**config.mk**
```make
export PLATFORM = sky130hd
export DESIGN_NAME = drive_history_speed_estimator_unit_flat
export DESIGN_NICKNAME = d
export VERILOG_FILES = /design/src/rtl/dhse_pkg.sv /design/src/rtl/dhse_if.sv /design/src/rtl/dhse_ram.sv /design/src/rtl/dhse_datapath.sv /design/src/rtl/dhse_ctrl.sv /design/src/rtl/drive_history_speed_estimator_unit.sv /design/src/flat_wrapper.sv
export SDC_FILE = /design/constraint.sdc
export NUM_CORES = 2
export LEC_CHECK = 0
export ABC_AREA = 1
export BUFFER_PORTS_ARGS = -buffer_cell sky130_fd_sc_hd__buf_4
export CAP_MARGIN = 0
export CORE_UTILIZATION = 55
export DETAILED_ROUTE_END_ITERATION = 8
export PLACE_DENSITY = 0.71
export SLEW_MARGIN = 20
export SYNTH_ARGS = -nofsm -noshare
export SYNTH_HDL_FRONTEND = slang
export SYNTH_HIERARCHICAL = 1
export SYNTH_SLANG_ARGS = --single-unit
```
**constraint.sdc**
```tcl
create_clock -name clk_i -period 7.7 [get_ports clk_i]
set_clock_uncertainty 0.05 [all_clocks]
set_input_delay 0.385 -clock clk_i [delete_from_list [all_inputs] [get_ports clk_i]]
set_output_delay 0.385 -clock clk_i [all_outputs]
set_load 0.05 [all_outputs]
```
**src/rtl/dhse_pkg.sv**
```systemverilog
// ----------------------------------------------------------------------------
// dhse_pkg
// Types, codes and fixed-point constants of the drive history speed estimator.
// ----------------------------------------------------------------------------
package dhse_pkg;

  localparam int unsigned DRIVE_W    = 16;
  localparam int unsigned SPEED_W    = 16;
  localparam int unsigned SKIP_W     = 16;
  localparam int unsigned WEIGHT_W   = 9;
  localparam int unsigned CFG_IDX_W  = 2;
  localparam int unsigned CFG_DATA_W = 16;

  localparam logic [CFG_IDX_W-1:0] CFG_SKIP_INTERVAL = 2'd0;
  localparam logic [CFG_IDX_W-1:0] CFG_BLEND_WEIGHT  = 2'd1;
  localparam logic [CFG_IDX_W-1:0] CFG_NULL_DRIVE    = 2'd2;

  localparam logic CMD_UPDATE = 1'b0;
  localparam logic CMD_QUERY  = 1'b1;

  localparam logic [SKIP_W-1:0]   SKIP_RESET   = 16'd100;
  localparam logic [WEIGHT_W-1:0] WEIGHT_RESET = 9'd179;
  localparam logic [DRIVE_W-1:0]  NULL_RESET   = 16'd37356;
  localparam logic [WEIGHT_W-1:0] WEIGHT_ONE   = 9'd256;

  // q = t * 100000 / 2293760 = floor(floor(t * 625 / 2^11) / 7)
  localparam int unsigned ACC_W       = 32;
  localparam int unsigned SCALE_W     = 42;
  localparam int unsigned SCALE_MUL   = 625;
  localparam int unsigned SCALE_SHIFT = 11;
  localparam int unsigned QUOT_IN_W   = SCALE_W - SCALE_SHIFT;
  localparam int unsigned RECIP_W     = 63;
  localparam logic [31:0] RECIP7      = 32'd2454267027;
  localparam int unsigned RECIP_SHIFT = 34;
  localparam int unsigned RAD_W       = 32;
  localparam int unsigned ROOT_W      = RAD_W / 2;
  localparam int unsigned SREM_W      = ROOT_W + 2;
  localparam int unsigned BLEND_W     = 24;
  localparam logic [BLEND_W-1:0] BLEND_ROUND = 24'd128;

  typedef struct packed {
    logic capture;
    logic mod_step;
    logic commit;
    logic fold_run;
    logic mul;
    logic div;
    logic sqrt_step;
    logic load_est;
    logic load_meas;
  } dhse_ctl_t;

  typedef struct packed {
    logic fill_zero;
    logic mod_done;
    logic fold_done;
    logic sqrt_done;
  } dhse_sts_t;

endpackage

```
**src/rtl/dhse_if.sv**
```systemverilog
// ----------------------------------------------------------------------------
// dhse_if
// Valid/ready channels of the estimator: request, result and configuration.
// ----------------------------------------------------------------------------
interface dhse_in_if;
  import dhse_pkg::*;
  logic               valid;
  logic               ready;
  logic               cmd;
  logic [DRIVE_W-1:0] drive_value;
  logic [SPEED_W-1:0] wheel_speed;
  modport source (output valid, cmd, drive_value, wheel_speed, input ready);
  modport sink   (input valid, cmd, drive_value, wheel_speed, output ready);
endinterface

interface dhse_out_if;
  import dhse_pkg::*;
  logic               valid;
  logic               ready;
  logic [SPEED_W-1:0] estimated_speed;
  logic               history_empty;
  modport source (output valid, estimated_speed, history_empty, input ready);
  modport sink   (input valid, estimated_speed, history_empty, output ready);
endinterface

interface dhse_cfg_if;
  import dhse_pkg::*;
  logic                  valid;
  logic                  ready;
  logic [CFG_IDX_W-1:0]  index;
  logic [CFG_DATA_W-1:0] data;
  modport source (output valid, index, data, input ready);
  modport sink   (input valid, index, data, output ready);
endinterface

```
**src/rtl/dhse_ram.sv**
```systemverilog
// ----------------------------------------------------------------------------
// dhse_ram
// Simple dual-port RAM, one write and one registered read port.
// ----------------------------------------------------------------------------
module dhse_ram #(
  parameter int unsigned Width = 16,
  parameter int unsigned Depth = 16
) (
  input  logic                                      clk_i,
  input  logic                                      we_i,
  input  logic [((Depth > 1) ? $clog2(Depth) : 1)-1:0] waddr_i,
  input  logic [Width-1:0]                          wdata_i,
  input  logic                                      re_i,
  input  logic [((Depth > 1) ? $clog2(Depth) : 1)-1:0] raddr_i,
  output logic [Width-1:0]                          rdata_o
);

  logic [Width-1:0] mem_q [Depth];
  logic [Width-1:0] rdata_q;

  always_ff @(posedge clk_i) begin
    if (we_i) begin
      mem_q[waddr_i] <= wdata_i;
    end
    if (re_i) begin
      rdata_q <= mem_q[raddr_i];
    end
  end

  assign rdata_o = rdata_q;

endmodule

```
**src/rtl/dhse_datapath.sv**
```systemverilog
// ----------------------------------------------------------------------------
// dhse_datapath
// Registers, history ring, frame remainder, fold, scale and square root.
// ----------------------------------------------------------------------------
module dhse_datapath #(
  parameter int unsigned HISTORY_DEPTH = 16
) (
  input  logic                          clk_i,
  input  logic                          rst_ni,
  input  dhse_pkg::dhse_ctl_t           ctl_i,
  output dhse_pkg::dhse_sts_t           sts_o,
  input  logic [dhse_pkg::DRIVE_W-1:0]  drive_value_i,
  input  logic [dhse_pkg::SPEED_W-1:0]  wheel_speed_i,
  input  logic                          cfg_we_i,
  input  logic [dhse_pkg::CFG_IDX_W-1:0]  cfg_index_i,
  input  logic [dhse_pkg::CFG_DATA_W-1:0] cfg_data_i,
  output logic [dhse_pkg::SPEED_W-1:0]  estimated_speed_o,
  output logic                          history_empty_o
);
  import dhse_pkg::*;

  localparam int unsigned IdxW  = (HISTORY_DEPTH > 1) ? $clog2(HISTORY_DEPTH) : 1;
  localparam int unsigned FillW = $clog2(HISTORY_DEPTH + 1);
  localparam int unsigned NumW  = SKIP_W + 1;
  localparam int unsigned CntW  = $clog2(NumW);

  logic [SKIP_W-1:0]   skip_q;
  logic [WEIGHT_W-1:0] weight_q;
  logic [DRIVE_W-1:0]  null_q;
  logic [SKIP_W-1:0]   frame_q;
  logic [IdxW-1:0]     head_q;
  logic [FillW-1:0]    fill_q;
  logic [IdxW-1:0]     idx_q;
  logic [FillW-1:0]    issued_q;
  logic                rd_vld_q;
  logic                first_q;

  logic [DRIVE_W-1:0]  drive_q;
  logic [SPEED_W-1:0]  meas_q;
  logic [NumW-1:0]     num_q;
  logic [SKIP_W-1:0]   rem_q;
  logic [CntW-1:0]     mod_cnt_q;
  logic [ACC_W-1:0]    acc_q;
  logic [SCALE_W-1:0]  prod_q;
  logic [RAD_W-1:0]    rad_q;
  logic [ROOT_W-1:0]   root_q;
  logic [SREM_W-1:0]   srem_q;
  logic [3:0]          sqrt_cnt_q;
  logic [SPEED_W-1:0]  est_q;
  logic                empty_q;

  logic [IdxW-1:0]     head_nxt;
  logic [IdxW-1:0]     idx_nxt;
  logic                issuing;
  logic                store;
  logic [DRIVE_W-1:0]  rd_data;
  logic [NumW-1:0]     iv;
  logic [NumW-1:0]     mod_sh;
  logic [SKIP_W-1:0]   rem_d;
  logic [ACC_W:0]      fold_sum;
  logic [ACC_W:0]      diff;
  logic                diff_pos;
  logic [SCALE_W-1:0]  prod_d;
  logic [RECIP_W-1:0]  quot_prod;
  logic [SREM_W+1:0]   sq_sh;
  logic [SREM_W+1:0]   sq_trial;
  logic [WEIGHT_W-1:0] w_hist;
  logic [WEIGHT_W-1:0] w_meas;
  logic [BLEND_W-1:0]  blend_sum;

  assign head_nxt = (head_q == IdxW'(HISTORY_DEPTH - 1)) ? '0 : IdxW'(head_q + 1'b1);
  assign idx_nxt  = (idx_q == '0) ? IdxW'(HISTORY_DEPTH - 1) : IdxW'(idx_q - 1'b1);
  assign issuing  = ctl_i.fold_run && (issued_q != fill_q);
  assign store    = ctl_i.commit && (rem_q == '0);

  assign iv     = (skip_q == '0) ? NumW'(1) : NumW'(skip_q);
  assign mod_sh = {rem_q, num_q[NumW-1]};
  assign rem_d  = (mod_sh >= iv) ? SKIP_W'(mod_sh - iv) : SKIP_W'(mod_sh);

  assign fold_sum = {1'b0, acc_q} + {1'b0, rd_data, 16'h0000};

  assign diff     = {1'b0, acc_q} - {1'b0, null_q, 16'h0000};
  assign diff_pos = !diff[ACC_W] && (diff != '0);
  assign prod_d   = SCALE_W'(diff[ACC_W-1:0]) * SCALE_W'(SCALE_MUL);
  assign quot_prod = RECIP_W'(prod_q[SCALE_W-1:SCALE_SHIFT]) * RECIP_W'(RECIP7);

  assign sq_sh    = {srem_q, rad_q[RAD_W-1:RAD_W-2]};
  assign sq_trial = (SREM_W+2)'({root_q, 2'b01});

  assign w_hist    = (weight_q > WEIGHT_ONE) ? WEIGHT_ONE : weight_q;
  assign w_meas    = WEIGHT_W'(WEIGHT_ONE - w_hist);
  assign blend_sum = BLEND_W'(w_hist) * BLEND_W'(root_q)
                   + BLEND_W'(w_meas) * BLEND_W'(meas_q) + BLEND_ROUND;

  dhse_ram #(
    .Width (DRIVE_W),
    .Depth (HISTORY_DEPTH)
  ) u_hist (
    .clk_i   (clk_i),
    .we_i    (store),
    .waddr_i (head_nxt),
    .wdata_i (drive_q),
    .re_i    (issuing),
    .raddr_i (idx_q),
    .rdata_o (rd_data)
  );

  always_ff @(posedge clk_i or negedge rst_ni) begin
    if (!rst_ni) begin
      skip_q   <= SKIP_RESET;
      weight_q <= WEIGHT_RESET;
      null_q   <= NULL_RESET;
      frame_q  <= '0;
      head_q   <= '0;
      fill_q   <= '0;
      issued_q <= '0;
      rd_vld_q <= 1'b0;
      first_q  <= 1'b0;
      idx_q    <= '0;
    end else begin
      if (cfg_we_i) begin
        unique case (cfg_index_i)
          CFG_SKIP_INTERVAL: skip_q   <= cfg_data_i[SKIP_W-1:0];
          CFG_BLEND_WEIGHT:  weight_q <= cfg_data_i[WEIGHT_W-1:0];
          CFG_NULL_DRIVE:    null_q   <= cfg_data_i[DRIVE_W-1:0];
          default: ;
        endcase
      end
      if (ctl_i.commit) begin
        frame_q <= rem_q;
        if (store) begin
          head_q <= head_nxt;
          if (fill_q < FillW'(HISTORY_DEPTH)) begin
            fill_q <= FillW'(fill_q + 1'b1);
          end
        end
      end
      if (ctl_i.capture) begin
        idx_q    <= head_q;
        issued_q <= '0;
        rd_vld_q <= 1'b0;
        first_q  <= 1'b1;
      end else if (ctl_i.fold_run) begin
        rd_vld_q <= issuing;
        if (issuing) begin
          idx_q    <= idx_nxt;
          issued_q <= FillW'(issued_q + 1'b1);
        end
        if (rd_vld_q) begin
          first_q <= 1'b0;
        end
      end
    end
  end

  always_ff @(posedge clk_i) begin
    if (ctl_i.capture) begin
      drive_q   <= drive_value_i;
      meas_q    <= wheel_speed_i;
      num_q     <= NumW'(frame_q) + NumW'(1);
      rem_q     <= '0;
      mod_cnt_q <= CntW'(NumW - 1);
    end
    if (ctl_i.mod_step) begin
      num_q     <= {num_q[NumW-2:0], 1'b0};
      rem_q     <= rem_d;
      mod_cnt_q <= CntW'(mod_cnt_q - 1'b1);
    end
    if (ctl_i.fold_run && rd_vld_q) begin
      if (first_q) begin
        acc_q <= {rd_data, 16'h0000};
      end else begin
        acc_q <= fold_sum[ACC_W:1];
      end
    end
    if (ctl_i.mul) begin
      prod_q <= diff_pos ? prod_d : '0;
    end
    if (ctl_i.div) begin
      rad_q      <= RAD_W'(quot_prod[RECIP_W-1:RECIP_SHIFT]);
      root_q     <= '0;
      srem_q     <= '0;
      sqrt_cnt_q <= 4'(ROOT_W - 1);
    end
    if (ctl_i.sqrt_step) begin
      rad_q      <= {rad_q[RAD_W-3:0], 2'b00};
      sqrt_cnt_q <= 4'(sqrt_cnt_q - 1'b1);
      if (sq_sh >= sq_trial) begin
        srem_q <= SREM_W'(sq_sh - sq_trial);
        root_q <= {root_q[ROOT_W-2:0], 1'b1};
      end else begin
        srem_q <= SREM_W'(sq_sh);
        root_q <= {root_q[ROOT_W-2:0], 1'b0};
      end
    end
    if (ctl_i.load_est) begin
      est_q   <= blend_sum[BLEND_W-1:8];
      empty_q <= 1'b0;
    end
    if (ctl_i.load_meas) begin
      est_q   <= meas_q;
      empty_q <= 1'b1;
    end
  end

  assign sts_o.fill_zero = (fill_q == '0);
  assign sts_o.mod_done  = (mod_cnt_q == '0);
  assign sts_o.fold_done = (issued_q == fill_q) && !rd_vld_q;
  assign sts_o.sqrt_done = (sqrt_cnt_q == '0);

  assign estimated_speed_o = est_q;
  assign history_empty_o   = empty_q;

endmodule

```
**src/rtl/dhse_ctrl.sv**
```systemverilog
// ----------------------------------------------------------------------------
// dhse_ctrl
// Sequencer of the estimator and result valid register.
// ----------------------------------------------------------------------------
module dhse_ctrl (
  input  logic                clk_i,
  input  logic                rst_ni,
  input  logic                in_valid_i,
  input  logic                in_cmd_i,
  output logic                in_ready_o,
  output logic                out_valid_o,
  input  logic                out_ready_i,
  input  dhse_pkg::dhse_sts_t sts_i,
  output dhse_pkg::dhse_ctl_t ctl_o
);
  import dhse_pkg::*;

  typedef enum logic [8:0] {
    ST_IDLE   = 9'b000000001,
    ST_MOD    = 9'b000000010,
    ST_COMMIT = 9'b000000100,
    ST_FOLD   = 9'b000001000,
    ST_MUL    = 9'b000010000,
    ST_DIV    = 9'b000100000,
    ST_SQRT   = 9'b001000000,
    ST_BLEND  = 9'b010000000,
    ST_EMIT   = 9'b100000000
  } dhse_state_e;

  dhse_state_e state_q, state_d;
  logic        out_valid_q, out_valid_d;
  logic        out_free;

  assign out_free   = !out_valid_q || out_ready_i;
  assign in_ready_o = (state_q == ST_IDLE);

  always_comb begin
    state_d = state_q;
    ctl_o   = '0;
    unique case (state_q)
      ST_IDLE: begin
        if (in_valid_i) begin
          ctl_o.capture = 1'b1;
          if (in_cmd_i == CMD_UPDATE) begin
            state_d = ST_MOD;
          end else if (sts_i.fill_zero) begin
            state_d = ST_EMIT;
          end else begin
            state_d = ST_FOLD;
          end
        end
      end
      ST_MOD: begin
        ctl_o.mod_step = 1'b1;
        if (sts_i.mod_done) begin
          state_d = ST_COMMIT;
        end
      end
      ST_COMMIT: begin
        ctl_o.commit = 1'b1;
        state_d      = ST_IDLE;
      end
      ST_FOLD: begin
        ctl_o.fold_run = 1'b1;
        if (sts_i.fold_done) begin
          state_d = ST_MUL;
        end
      end
      ST_MUL: begin
        ctl_o.mul = 1'b1;
        state_d   = ST_DIV;
      end
      ST_DIV: begin
        ctl_o.div = 1'b1;
        state_d   = ST_SQRT;
      end
      ST_SQRT: begin
        ctl_o.sqrt_step = 1'b1;
        if (sts_i.sqrt_done) begin
          state_d = ST_BLEND;
        end
      end
      ST_BLEND: begin
        if (out_free) begin
          ctl_o.load_est = 1'b1;
          state_d        = ST_IDLE;
        end
      end
      ST_EMIT: begin
        if (out_free) begin
          ctl_o.load_meas = 1'b1;
          state_d         = ST_IDLE;
        end
      end
      default: state_d = ST_IDLE;
    endcase
  end

  always_comb begin
    out_valid_d = out_valid_q;
    if (ctl_o.load_est || ctl_o.load_meas) begin
      out_valid_d = 1'b1;
    end else if (out_ready_i) begin
      out_valid_d = 1'b0;
    end
  end

  always_ff @(posedge clk_i or negedge rst_ni) begin
    if (!rst_ni) begin
      state_q     <= ST_IDLE;
      out_valid_q <= 1'b0;
    end else begin
      state_q     <= state_d;
      out_valid_q <= out_valid_d;
    end
  end

  assign out_valid_o = out_valid_q;

endmodule

```
**src/rtl/drive_history_speed_estimator_unit.sv**
```systemverilog
// ----------------------------------------------------------------------------
// drive_history_speed_estimator_unit
// Speed estimate from a decimated drive command history and measured speed.
// ----------------------------------------------------------------------------
// One request at a time. An update runs a 17-step bit-serial remainder of the
// incremented frame counter by skip_interval, then the history write if it is
// zero. A query with n stored entries makes n reads through the single history
// read port; the last read is registered and folded into the accumulator, then
// scaling, reciprocal division by seven, a 16-step square root and the blend.
// A query on an empty history skips to the result. The result sits in an output
// register, so the next request is taken while it waits. Configuration writes
// are accepted in every cycle and belong only between requests.
// ----------------------------------------------------------------------------
module drive_history_speed_estimator_unit #(
  parameter int unsigned HISTORY_DEPTH = 16
) (
  input  logic        clk_i,
  input  logic        rst_ni,
  dhse_in_if.sink     in_if,
  dhse_out_if.source  out_if,
  dhse_cfg_if.sink    cfg_if
);
  import dhse_pkg::*;

  dhse_ctl_t ctl;
  dhse_sts_t sts;

  assign cfg_if.ready = 1'b1;

  dhse_ctrl u_ctrl (
    .clk_i       (clk_i),
    .rst_ni      (rst_ni),
    .in_valid_i  (in_if.valid),
    .in_cmd_i    (in_if.cmd),
    .in_ready_o  (in_if.ready),
    .out_valid_o (out_if.valid),
    .out_ready_i (out_if.ready),
    .sts_i       (sts),
    .ctl_o       (ctl)
  );

  dhse_datapath #(
    .HISTORY_DEPTH (HISTORY_DEPTH)
  ) u_datapath (
    .clk_i             (clk_i),
    .rst_ni            (rst_ni),
    .ctl_i             (ctl),
    .sts_o             (sts),
    .drive_value_i     (in_if.drive_value),
    .wheel_speed_i     (in_if.wheel_speed),
    .cfg_we_i          (cfg_if.valid),
    .cfg_index_i       (cfg_if.index),
    .cfg_data_i        (cfg_if.data),
    .estimated_speed_o (out_if.estimated_speed),
    .history_empty_o   (out_if.history_empty)
  );

endmodule
```
**src/flat_wrapper.sv**
```systemverilog
// flat-port wrapper written by rule: the top's interface ports become plain ports
module drive_history_speed_estimator_unit_flat import dhse_pkg::*;
#(
  parameter int unsigned HISTORY_DEPTH = 16
)
  (clk_i, rst_ni, in_if_valid, in_if_cmd, in_if_drive_value, in_if_wheel_speed, in_if_ready, out_if_valid, out_if_estimated_speed, out_if_history_empty, out_if_ready, cfg_if_valid, cfg_if_index, cfg_if_data, cfg_if_ready);
  dhse_in_if in_if_i ();
  dhse_out_if out_if_i ();
  dhse_cfg_if cfg_if_i ();
  input  logic clk_i;
  input  logic rst_ni;
  input wire logic [$bits(in_if_i.valid)-1:0] in_if_valid;
  input wire logic [$bits(in_if_i.cmd)-1:0] in_if_cmd;
  input wire logic [$bits(in_if_i.drive_value)-1:0] in_if_drive_value;
  input wire logic [$bits(in_if_i.wheel_speed)-1:0] in_if_wheel_speed;
  output wire logic [$bits(in_if_i.ready)-1:0] in_if_ready;
  output wire logic [$bits(out_if_i.valid)-1:0] out_if_valid;
  output wire logic [$bits(out_if_i.estimated_speed)-1:0] out_if_estimated_speed;
  output wire logic [$bits(out_if_i.history_empty)-1:0] out_if_history_empty;
  input wire logic [$bits(out_if_i.ready)-1:0] out_if_ready;
  input wire logic [$bits(cfg_if_i.valid)-1:0] cfg_if_valid;
  input wire logic [$bits(cfg_if_i.index)-1:0] cfg_if_index;
  input wire logic [$bits(cfg_if_i.data)-1:0] cfg_if_data;
  output wire logic [$bits(cfg_if_i.ready)-1:0] cfg_if_ready;
  assign in_if_i.valid = in_if_valid;
  assign in_if_i.cmd = in_if_cmd;
  assign in_if_i.drive_value = in_if_drive_value;
  assign in_if_i.wheel_speed = in_if_wheel_speed;
  assign in_if_ready = in_if_i.ready;
  assign out_if_valid = out_if_i.valid;
  assign out_if_estimated_speed = out_if_i.estimated_speed;
  assign out_if_history_empty = out_if_i.history_empty;
  assign out_if_i.ready = out_if_ready;
  assign cfg_if_i.valid = cfg_if_valid;
  assign cfg_if_i.index = cfg_if_index;
  assign cfg_if_i.data = cfg_if_data;
  assign cfg_if_ready = cfg_if_i.ready;
  drive_history_speed_estimator_unit #(.HISTORY_DEPTH(HISTORY_DEPTH)) u_core (.clk_i(clk_i), .rst_ni(rst_ni), .in_if(in_if_i), .out_if(out_if_i), .cfg_if(cfg_if_i));
endmodule
```
Word-level counts from Yosys, hierarchy flattened
Memory sizes are Yosys's and may differ from the RTL's. A register that Yosys moved wholly into a read port is not among the register bits.
Cells that the tools add are included.
{ "classes": {"div_mod_pow": 0, "mul": 4, "shifts": 0, "addsub": 14, "magnitude_cmp": 4, "n_eq_ne": 19, "bitwise": 0, "n_mux": 58, "reduce_logical": 34} }
{ "ops": {"columns": ["operator", "count"], "rows": [
  ["2-to-1 mux 16 bit", 8],
  ["2-to-1 mux 32 bit", 3],
  ["2-to-1 mux 9 bit", 8],
  ["multiplier 31 x 32 -> 63 bit, second input constant", 1],
  ["one-hot mux 9 bit (7 select lines)", 1],
  ["2-to-1 mux 18 bit", 3],
  ["multiplier 9 x 16 -> 24 bit", 2],
  ["multiplier 32 x 10 -> 42 bit, second input constant", 1],
  ["2-to-1 mux 17 bit", 2],
  ["adder 32 x 32 -> 33 bit", 1],
  ["nonzero test 33 bit", 1],
  ["subtractor 32 x 32 -> 33 bit", 1],
  ["logical NOT 16 bit", 2],
  ["2-to-1 mux 4 bit", 7],
  ["2-to-1 mux 5 bit", 5],
  ["adder 24 bit", 1],
  ["adder 24 x 8 -> 24 bit, second input constant", 1],
  ["2-to-1 mux 1 bit", 21],
  ["greater-or-equal comparator 20 x 18 -> 1 bit", 1],
  ["subtractor 18 bit", 1],
  ["adder 16 x 1 -> 17 bit, second input constant", 1],
  ["greater-or-equal comparator 17 x 16 -> 1 bit", 1],
  ["subtractor 16 bit", 1],
  ["nonzero test 2 bit", 7],
  ["other kinds (33)", 52]
]} }
{ "totals": {"reg_bits": 318, "mem_count": 1, "out_inout_bits": 20, "ramBits": 256, "latchBits": 0, "mem_bits_ro": 0, "word_cells": 162} }
{ "memory_table": {"columns": ["name", "depth", "word_bits", "read_ports", "rd_clocked_by_memory_dff", "wr", "line", "source"], "rows": [
  ["u_core.u_datapath.u_hist.mem_q", 16, 16, 1, 1, 1, "dhse_ram.sv:18", "logic [Width-1:0] mem_q [Depth];"]
]} }

Longest topological paths before layout
{ "depth": {"ltp_word": 8, "mapped_depth": 39, "mapped_depth_nobuf": 38} }

Cells and area by module
The synthesis kept the hierarchy.
{ "modules_own_cells": {"columns": ["mod", "seq_area_each_um2", "n_inst", "area_each_um2", "cells_per_inst"], "rows": [
  ["dhse_datapath", 8513.2, 1, 42589.6, 5254],
  ["dhse_ram", 8167.8, 1, 11541.1, 1074],
  ["dhse_ctrl", 251.5, 1, 732.0, 102],
  ["drive_history_speed_estimator_unit", 0.0, 1, 11.3, 2]
]} }

Least setup slack after synthesis
Ideal clock, no wire load.
{ "synth_timing": {"path_kind": "reg-to-reg", "start": "register u_core.u_datapath.weight_q[2]", "end": "register u_core.u_datapath.est_q[6], in the netlist u_core/u_datapath/estimated_speed_o[6], data pin", "period_less_slack_ps": 6952, "t_arrival_ps": 6636, "n_path_buf": 1, "slack_ps": 748, "required_time_ps": 7383, "stages_incl_launch_ff": 30, "path_cell_list": "dfrtp_1 > nor2_1 > nand2_2 > o21ai_4 > nand2_2 > ha_1 > nand2_1 > inv_1 > nand3_1 > xor2_1 > clkbuf_1 > nor2_1 > fa_1 > fa_1 > fa_1 > fa_1 > fa_1 > inv_1 > fa_1 > inv_1 > ha_1 > a21oi_1 > o21ai_0 > a21oi_1 > nand2_1 > nand2_1 > nand2_1 > or2_2 > nand3_1 > o21ai_0"} }
{ "synth_via": {"elab_chain_len": 8} }
{ "synth_rtl": {"columns": ["element", "line", "source"], "rows": [
  ["start, declared", "dhse_datapath.sv:28", "logic [WEIGHT_W-1:0] weight_q;"],
  ["start signal, assigned", "dhse_datapath.sv:124", "CFG_BLEND_WEIGHT: weight_q <= cfg_data_i[WEIGHT_W-1:0];"],
  ["> comparator 9 bit", "dhse_datapath.sv:90", "assign w_hist = (weight_q > WEIGHT_ONE) ? WEIGHT_ONE : weight_q;"],
  ["2-to-1 mux 9 bit (*)", "dhse_datapath.sv:90", null],
  ["subtractor 9 bit", "dhse_datapath.sv:91", "assign w_meas = WEIGHT_W'(WEIGHT_ONE - w_hist);"],
  ["multiplier 9 x 16 -> 24 bit", "dhse_datapath.sv:93", "+ BLEND_W'(w_meas) * BLEND_W'(meas_q) + BLEND_ROUND;"],
  ["adder 24 bit (*)", "dhse_datapath.sv:93", null],
  ["adder 24 x 8 -> 24 bit (*)", "dhse_datapath.sv:93", null],
  ["2-to-1 mux 16 bit (*)", "dhse_datapath.sv:196", "if (ctl_i.load_est) begin"],
  ["2-to-1 mux 16 bit (*)", "dhse_datapath.sv:200", "if (ctl_i.load_meas) begin"],
  ["end signal, assigned", "dhse_datapath.sv:197", "est_q <= blend_sum[BLEND_W-1:8];"],
  ["end signal, assigned", "dhse_datapath.sv:201", "est_q <= meas_q;"],
  ["end, declared", "dhse_datapath.sv:49", "logic [SPEED_W-1:0] est_q;"]
]} }
Every way passes the cells marked *; elsewhere a longest branch is shown, timed or not. The select of a mux whose other input is x is not followed.
A chain may end at the register's enable or synchronous reset.

Final worst setup path
{ "layout_timing": {"start": "register u_core.u_datapath.weight_q[4]", "end": "register u_core.u_datapath.est_q[6], in the netlist u_core/u_datapath/estimated_speed_o[6], data pin"} }
The elaborated chain is that of the path after synthesis.

==> metrics.txt <==
# TYPE chip_impl_metric gauge
chip_impl_metric{name="synthArstFlopShare",unit="%"} 15.03
chip_impl_info{name="critical_path.most_common_cell",value="sky130_fd_sc_hd__fa_1"} 1
chip_impl_metric{name="synth_area",unit="mm²"} 0.05487
chip_impl_metric{name="via_per_inst",unit=""} 5.390
chip_impl_info{name="worst_setup_path_start_kind",value="flip-flop"} 1
chip_impl_metric{name="detailedRoute.firstIterationViolations",unit=""} 3627
chip_impl_metric{name="cts_htree_levels",unit=""} 3
chip_impl_metric{name="synth-edff-count",unit=""} 488
chip_impl_metric{name="detail_route.first_pass.iterations",unit=""} 6
chip_impl_info{name="slowest_stage",value="sky130_fd_sc_hd__dfstp_2"} 1
chip_impl_metric{name="syn_avg_cell_area",unit="µm²"} 8.531
chip_impl_info{name="path_class",value="flip-flop to flip-flop"} 1
chip_impl_metric{name="final_core_utilization",unit="%"} 60.44
chip_impl_metric{name="synth_cell_types",unit=""} 64
chip_impl_metric{name="period_share",unit="%"} 95.45
chip_impl_metric{name="final_layout_size_suffix_gt1_share",unit="%"} 5.274
chip_impl_info{name="crit_path_end_kind",value="flip-flop"} 1
chip_impl_metric{name="period_minus_slack",unit="ns"} 7.350
chip_impl_metric{name="final_cell_count_no_fill",unit=""} 7870
chip_impl_metric{name="synth_sequential_area_ratio",unit="%"} 30.86
chip_impl_info{name="r2r-end",value="u_core/u_datapath/estimated_speed_o[6]"} 1
chip_impl_info{name="timing.rr.start",value="u_core/u_datapath/weight_q[4]"} 1
chip_impl_metric{name="slew-limit-headroom",unit="%"} 33.87
chip_impl_metric{name="cts-root-to-sink-buffers",unit=""} 3
chip_impl_metric{name="core_region_area",unit="mm²"} 0.09856
chip_impl_metric{name="setup_tns",unit="ns"} 0
chip_impl_info{name="min-delay-path-class",value="input pin to flip-flop"} 1
chip_impl_metric{name="initial_utilization",unit="%"} 55.67
chip_impl_metric{name="cts_inserted_buffers",unit=""} 68
chip_impl_metric{name="max_freq",unit="MHz"} 136.1
chip_impl_metric{name="worstMarginPinSlew",unit="ns"} 0.9891
chip_impl_metric{name="drt_drc_violations_left",unit=""} 0
chip_impl_metric{name="clk_pin_slew",unit="ns"} 0.06
chip_impl_metric{name="worstPathMaxFanout",unit=""} 11
chip_impl_metric{name="first_global_vias",unit=""} 42347
chip_impl_metric{name="area_delta_synth_final",unit="%"} 8.566
chip_impl_metric{name="std_cell_rows",unit=""} 115
chip_impl_metric{name="placedInstanceArea",unit="mm²"} 0.05684
chip_impl_metric{name="grt.overflow.total",unit=""} 0
chip_impl_metric{name="pin_count",unit=""} 76
chip_impl_metric{name="ant_nets",unit=""} 0
chip_impl_info{name="worst_hold_startpoint",value="cfg_if_data[10]"} 1
chip_impl_metric{name="grt_max_degree",unit=""} 77
chip_impl_metric{name="worst-endpoint-arrival",unit="ns"} 7.63
chip_impl_metric{name="dp_cells",unit=""} 7706
chip_impl_metric{name="post-dp-hpwl",unit="µm"} 114000
chip_impl_metric{name="die_w",unit="µm"} 317.9
chip_impl_info{name="rsz_0062_raised_after_global_routing",value="true"} 1
chip_impl_info{name="cts_tree",value="done"} 1
chip_impl_metric{name="synth_cells",unit=""} 6432
chip_impl_metric{name="detailroute.via_count",unit=""} 42421
chip_impl_metric{name="register_to_register_setup_slack",unit="ns"} 0.35
chip_impl_metric{name="io_buffers",unit=""} 74
chip_impl_metric{name="synthesis.nets",unit=""} 7580
chip_impl_metric{name="clk_latency",unit="ns"} 0.65
chip_impl_metric{name="dieHeight",unit="µm"} 317.9
chip_impl_metric{name="finalWeightedCongestion",unit=""} 0.9842
chip_impl_metric{name="initial_antenna_violation_count",unit=""} 3
chip_impl_info{name="holdPathEnd",value="u_core/u_datapath/null_q[10]"} 1
chip_impl_metric{name="grt_first_pass_wirelength",unit="µm"} 229600
chip_impl_metric{name="hold_depth",unit=""} 3
chip_impl_metric{name="max_cap_violations",unit=""} 0
chip_impl_metric{name="final-setup-viol-count",unit=""} 0
chip_impl_metric{name="synth_seq_cells",unit=""} 579
chip_impl_metric{name="cts_num_sinks",unit=""} 579
chip_impl_metric{name="wl",unit="µm"} 144600
chip_impl_metric{name="finalInstanceArea",unit="mm²"} 0.05957
chip_impl_info{name="result_of_the_run",value="finished clean"} 1
chip_impl_metric{name="max_stage_delay",unit="ns"} 0.59
chip_impl_info{name="yosys_most_used_dff",value="sky130_fd_sc_hd__edfxtp_1"} 1
chip_impl_metric{name="critPathRequiredTime",unit="ns"} 7.98
chip_impl_metric{name="synth.yosys.warnings",unit=""} 6
chip_impl_metric{name="worstRegToRegCells",unit=""} 28
chip_impl_metric{name="grt_util_all_layers",unit="%"} 28.96
chip_impl_info{name="cts-root-buf",value="sky130_fd_sc_hd__clkbuf_16"} 1
chip_impl_metric{name="die_area",unit="mm²"} 0.1010
chip_impl_metric{name="hold_viol",unit=""} 0
chip_impl_metric{name="finish.net_count",unit=""} 7676
chip_impl_metric{name="post_drt_wl_per_cell",unit="µm"} 18.38
chip_impl_metric{name="maxSlewViolCount",unit=""} 0
worst max path at each step:
stage / end / depth (start not counted) / slack, ns / start
after global routing: u_core/u_datapath/estimated_speed_o[15] / 31 / -0.02 / u_core/u_datapath/weight_q[2]
after detailed placement: u_core/u_datapath/estimated_speed_o[6] / 26 / 0.30 / u_core/u_datapath/weight_q[8]
after CTS: u_core/u_datapath/estimated_speed_o[6] / 26 / 0.26 / u_core/u_datapath/weight_q[8]
after floorplan: u_core/u_datapath/estimated_speed_o[6] / 29 / 0.75 / u_core/u_datapath/weight_q[2]
final: u_core/u_datapath/estimated_speed_o[6] / 28 / 0.35 / u_core/u_datapath/weight_q[4]
after global placement: u_core/u_datapath/estimated_speed_o[6] / 28 / 0.37 / u_core/u_datapath/weight_q[4]
cells in the mapped netlist (8+ instances only):
| cell type | n | area, µm² |
|---|---|---|
| sky130_fd_sc_hd__inv_1 | 1494 | 5608 |
| sky130_fd_sc_hd__nand2_1 | 1365 | 5124 |
| sky130_fd_sc_hd__ha_1 | 589 | 7370 |
| sky130_fd_sc_hd__fa_1 | 503 | 10070 |
| sky130_fd_sc_hd__edfxtp_1 | 488 | 14650 |
| sky130_fd_sc_hd__nor2_1 | 463 | 1738 |
| sky130_fd_sc_hd__nand3_1 | 410 | 2052 |
| sky130_fd_sc_hd__o21ai_0 | 257 | 1286 |
| sky130_fd_sc_hd__a21oi_1 | 244 | 1221 |
| sky130_fd_sc_hd__clkbuf_1 | 72 | 270.3 |
| sky130_fd_sc_hd__dfrtp_1 | 70 | 1752 |
| sky130_fd_sc_hd__nor3_1 | 54 | 270.3 |
| sky130_fd_sc_hd__xor2_1 | 51 | 446.7 |
| sky130_fd_sc_hd__nand4_1 | 35 | 219.0 |
| sky130_fd_sc_hd__o21bai_1 | 29 | 217.7 |
| sky130_fd_sc_hd__a31oi_1 | 27 | 168.9 |
| sky130_fd_sc_hd__buf_2 | 27 | 135.1 |
| sky130_fd_sc_hd__xnor2_1 | 22 | 192.7 |
| sky130_fd_sc_hd__or2_2 | 21 | 131.4 |
| sky130_fd_sc_hd__buf_4 | 20 | 150.1 |
| sky130_fd_sc_hd__a21o_1 | 19 | 142.6 |
| sky130_fd_sc_hd__dfstp_2 | 17 | 446.7 |
| sky130_fd_sc_hd__nor4_1 | 16 | 100.1 |
| sky130_fd_sc_hd__inv_2 | 13 | 48.80 |
| sky130_fd_sc_hd__nand2_2 | 12 | 75.07 |
| sky130_fd_sc_hd__a21boi_0 | 8 | 60.06 |
| sky130_fd_sc_hd__buf_1 | 8 | 30.03 |
| sky130_fd_sc_hd__nand3b_1 | 8 | 60.06 |
| sky130_fd_sc_hd__nor2_4 | 8 | 90.09 |
cell type report:
type / count / area [µm²]
clock inverter: 25 / 372.9
inverter: 1510 / 5682
tap: 1287 / 1610
multi-input combinational: 4211 / 31760
timing repair buffer: 157 / 1264
fill: 8595 / 38990
antenna: 4 / 10.01
timing repair inverter: 1 / 7.507
clock buffer: 96 / 1929
sequential: 579 / 16940
routing by layer:
layer  share of wire (%)  wire [µm]  vias up  track usage (%)
met5                   0          0        -                0
met4                 3.5       5015        0            9.957
met3                 5.8       8341      238            3.254
met2                  47      67650     1352            47.43
li1                    -          -    20331                -
met1                  44      63620    20500            40.03
sequential cells by signal, summed over array words and instances, names as in the netlist, 5 cells and up:
register / flops
u_core/u_ctrl/state_q: 9
u_core/u_datapath/rem_q: 16
u_core/u_datapath/weight_q: 9
u_core/u_datapath/drive_q: 16
u_core/u_datapath/srem_q: 18
u_core/u_datapath/mod_cnt_q: 5
u_core/u_datapath/skip_q: 16
u_core/u_datapath/prod_q: 31
u_core/u_datapath/num_q: 17
u_core/u_datapath/root_q: 16
u_core/u_datapath/meas_q: 16
u_core/u_datapath/frame_q: 16
u_core/u_datapath/estimated_speed_o: 16
u_core/u_datapath/fill_q: 5
u_core/u_datapath/rad_q: 32
u_core/u_datapath/u_hist/mem_q: 256
u_core/u_datapath/null_q: 16
u_core/u_datapath/u_hist/rdata_o: 16
u_core/u_datapath/issued_q: 5
u_core/u_datapath/acc_q: 32
per-stage QoR:
step	setup WS, ns	hold WS (ns)
finish	0.3503	0.04096
global route	-0.01998	0.01939
CTS	0.2579	0.009586
detailed placement	0.3000	0.3188
global placement	0.3717	0.3211
floorplan	0.7479	0.03941
cells in the final DEF, fill, tap and decap left out, drive strengths merged, types with 70 or more instances in the layout:
| cell type | n |
|---|---|
| a21oi | 244 |
| buf | 123 |
| clkbuf | 96 |
| dfrtp | 70 |
| edfxtp | 488 |
| fa | 503 |
| ha | 589 |
| inv | 1506 |
| nand2 | 1380 |
| nand3 | 413 |
| nor2 | 474 |
| o21ai | 266 |
logic make-up after synthesis:
logic type,Yosys count,synth area share (%)
adder cells (fa/ha/maj),1092,31.78
AO/OA/AOI/OAI,628,6.275
XOR/XNOR,75,1.224
multiplexers,1,0.02052
AND/OR/NAND/NOR,2414,18.34
flip-flops,579,30.86
buffers and inverters,1642,11.50
other,1,0.006834
worst max-delay path, delay by kind of cell (launching register included):
family,cells,cell delay (ns)
and+or+nand+nor,11,1.58
AOI/OAI and AO/OA,5,0.57
xor gates and xnor gates,1,0.34
adders and majority gates,8,3.62
DFF,1,0.59
buffers and inverters,3,0.28
timing repair:
action / CTS / global route
setup buffers: 0 / 4
resized for setup: 0 / 11
hold endpoints to repair: 64 / 0
endpoints found under the setup margin: 0 / 9
hold buffers: 34 / 0
Power is not shown: default switching activity piles up to over one toggle a cycle in this logic, so the estimate is an artifact.
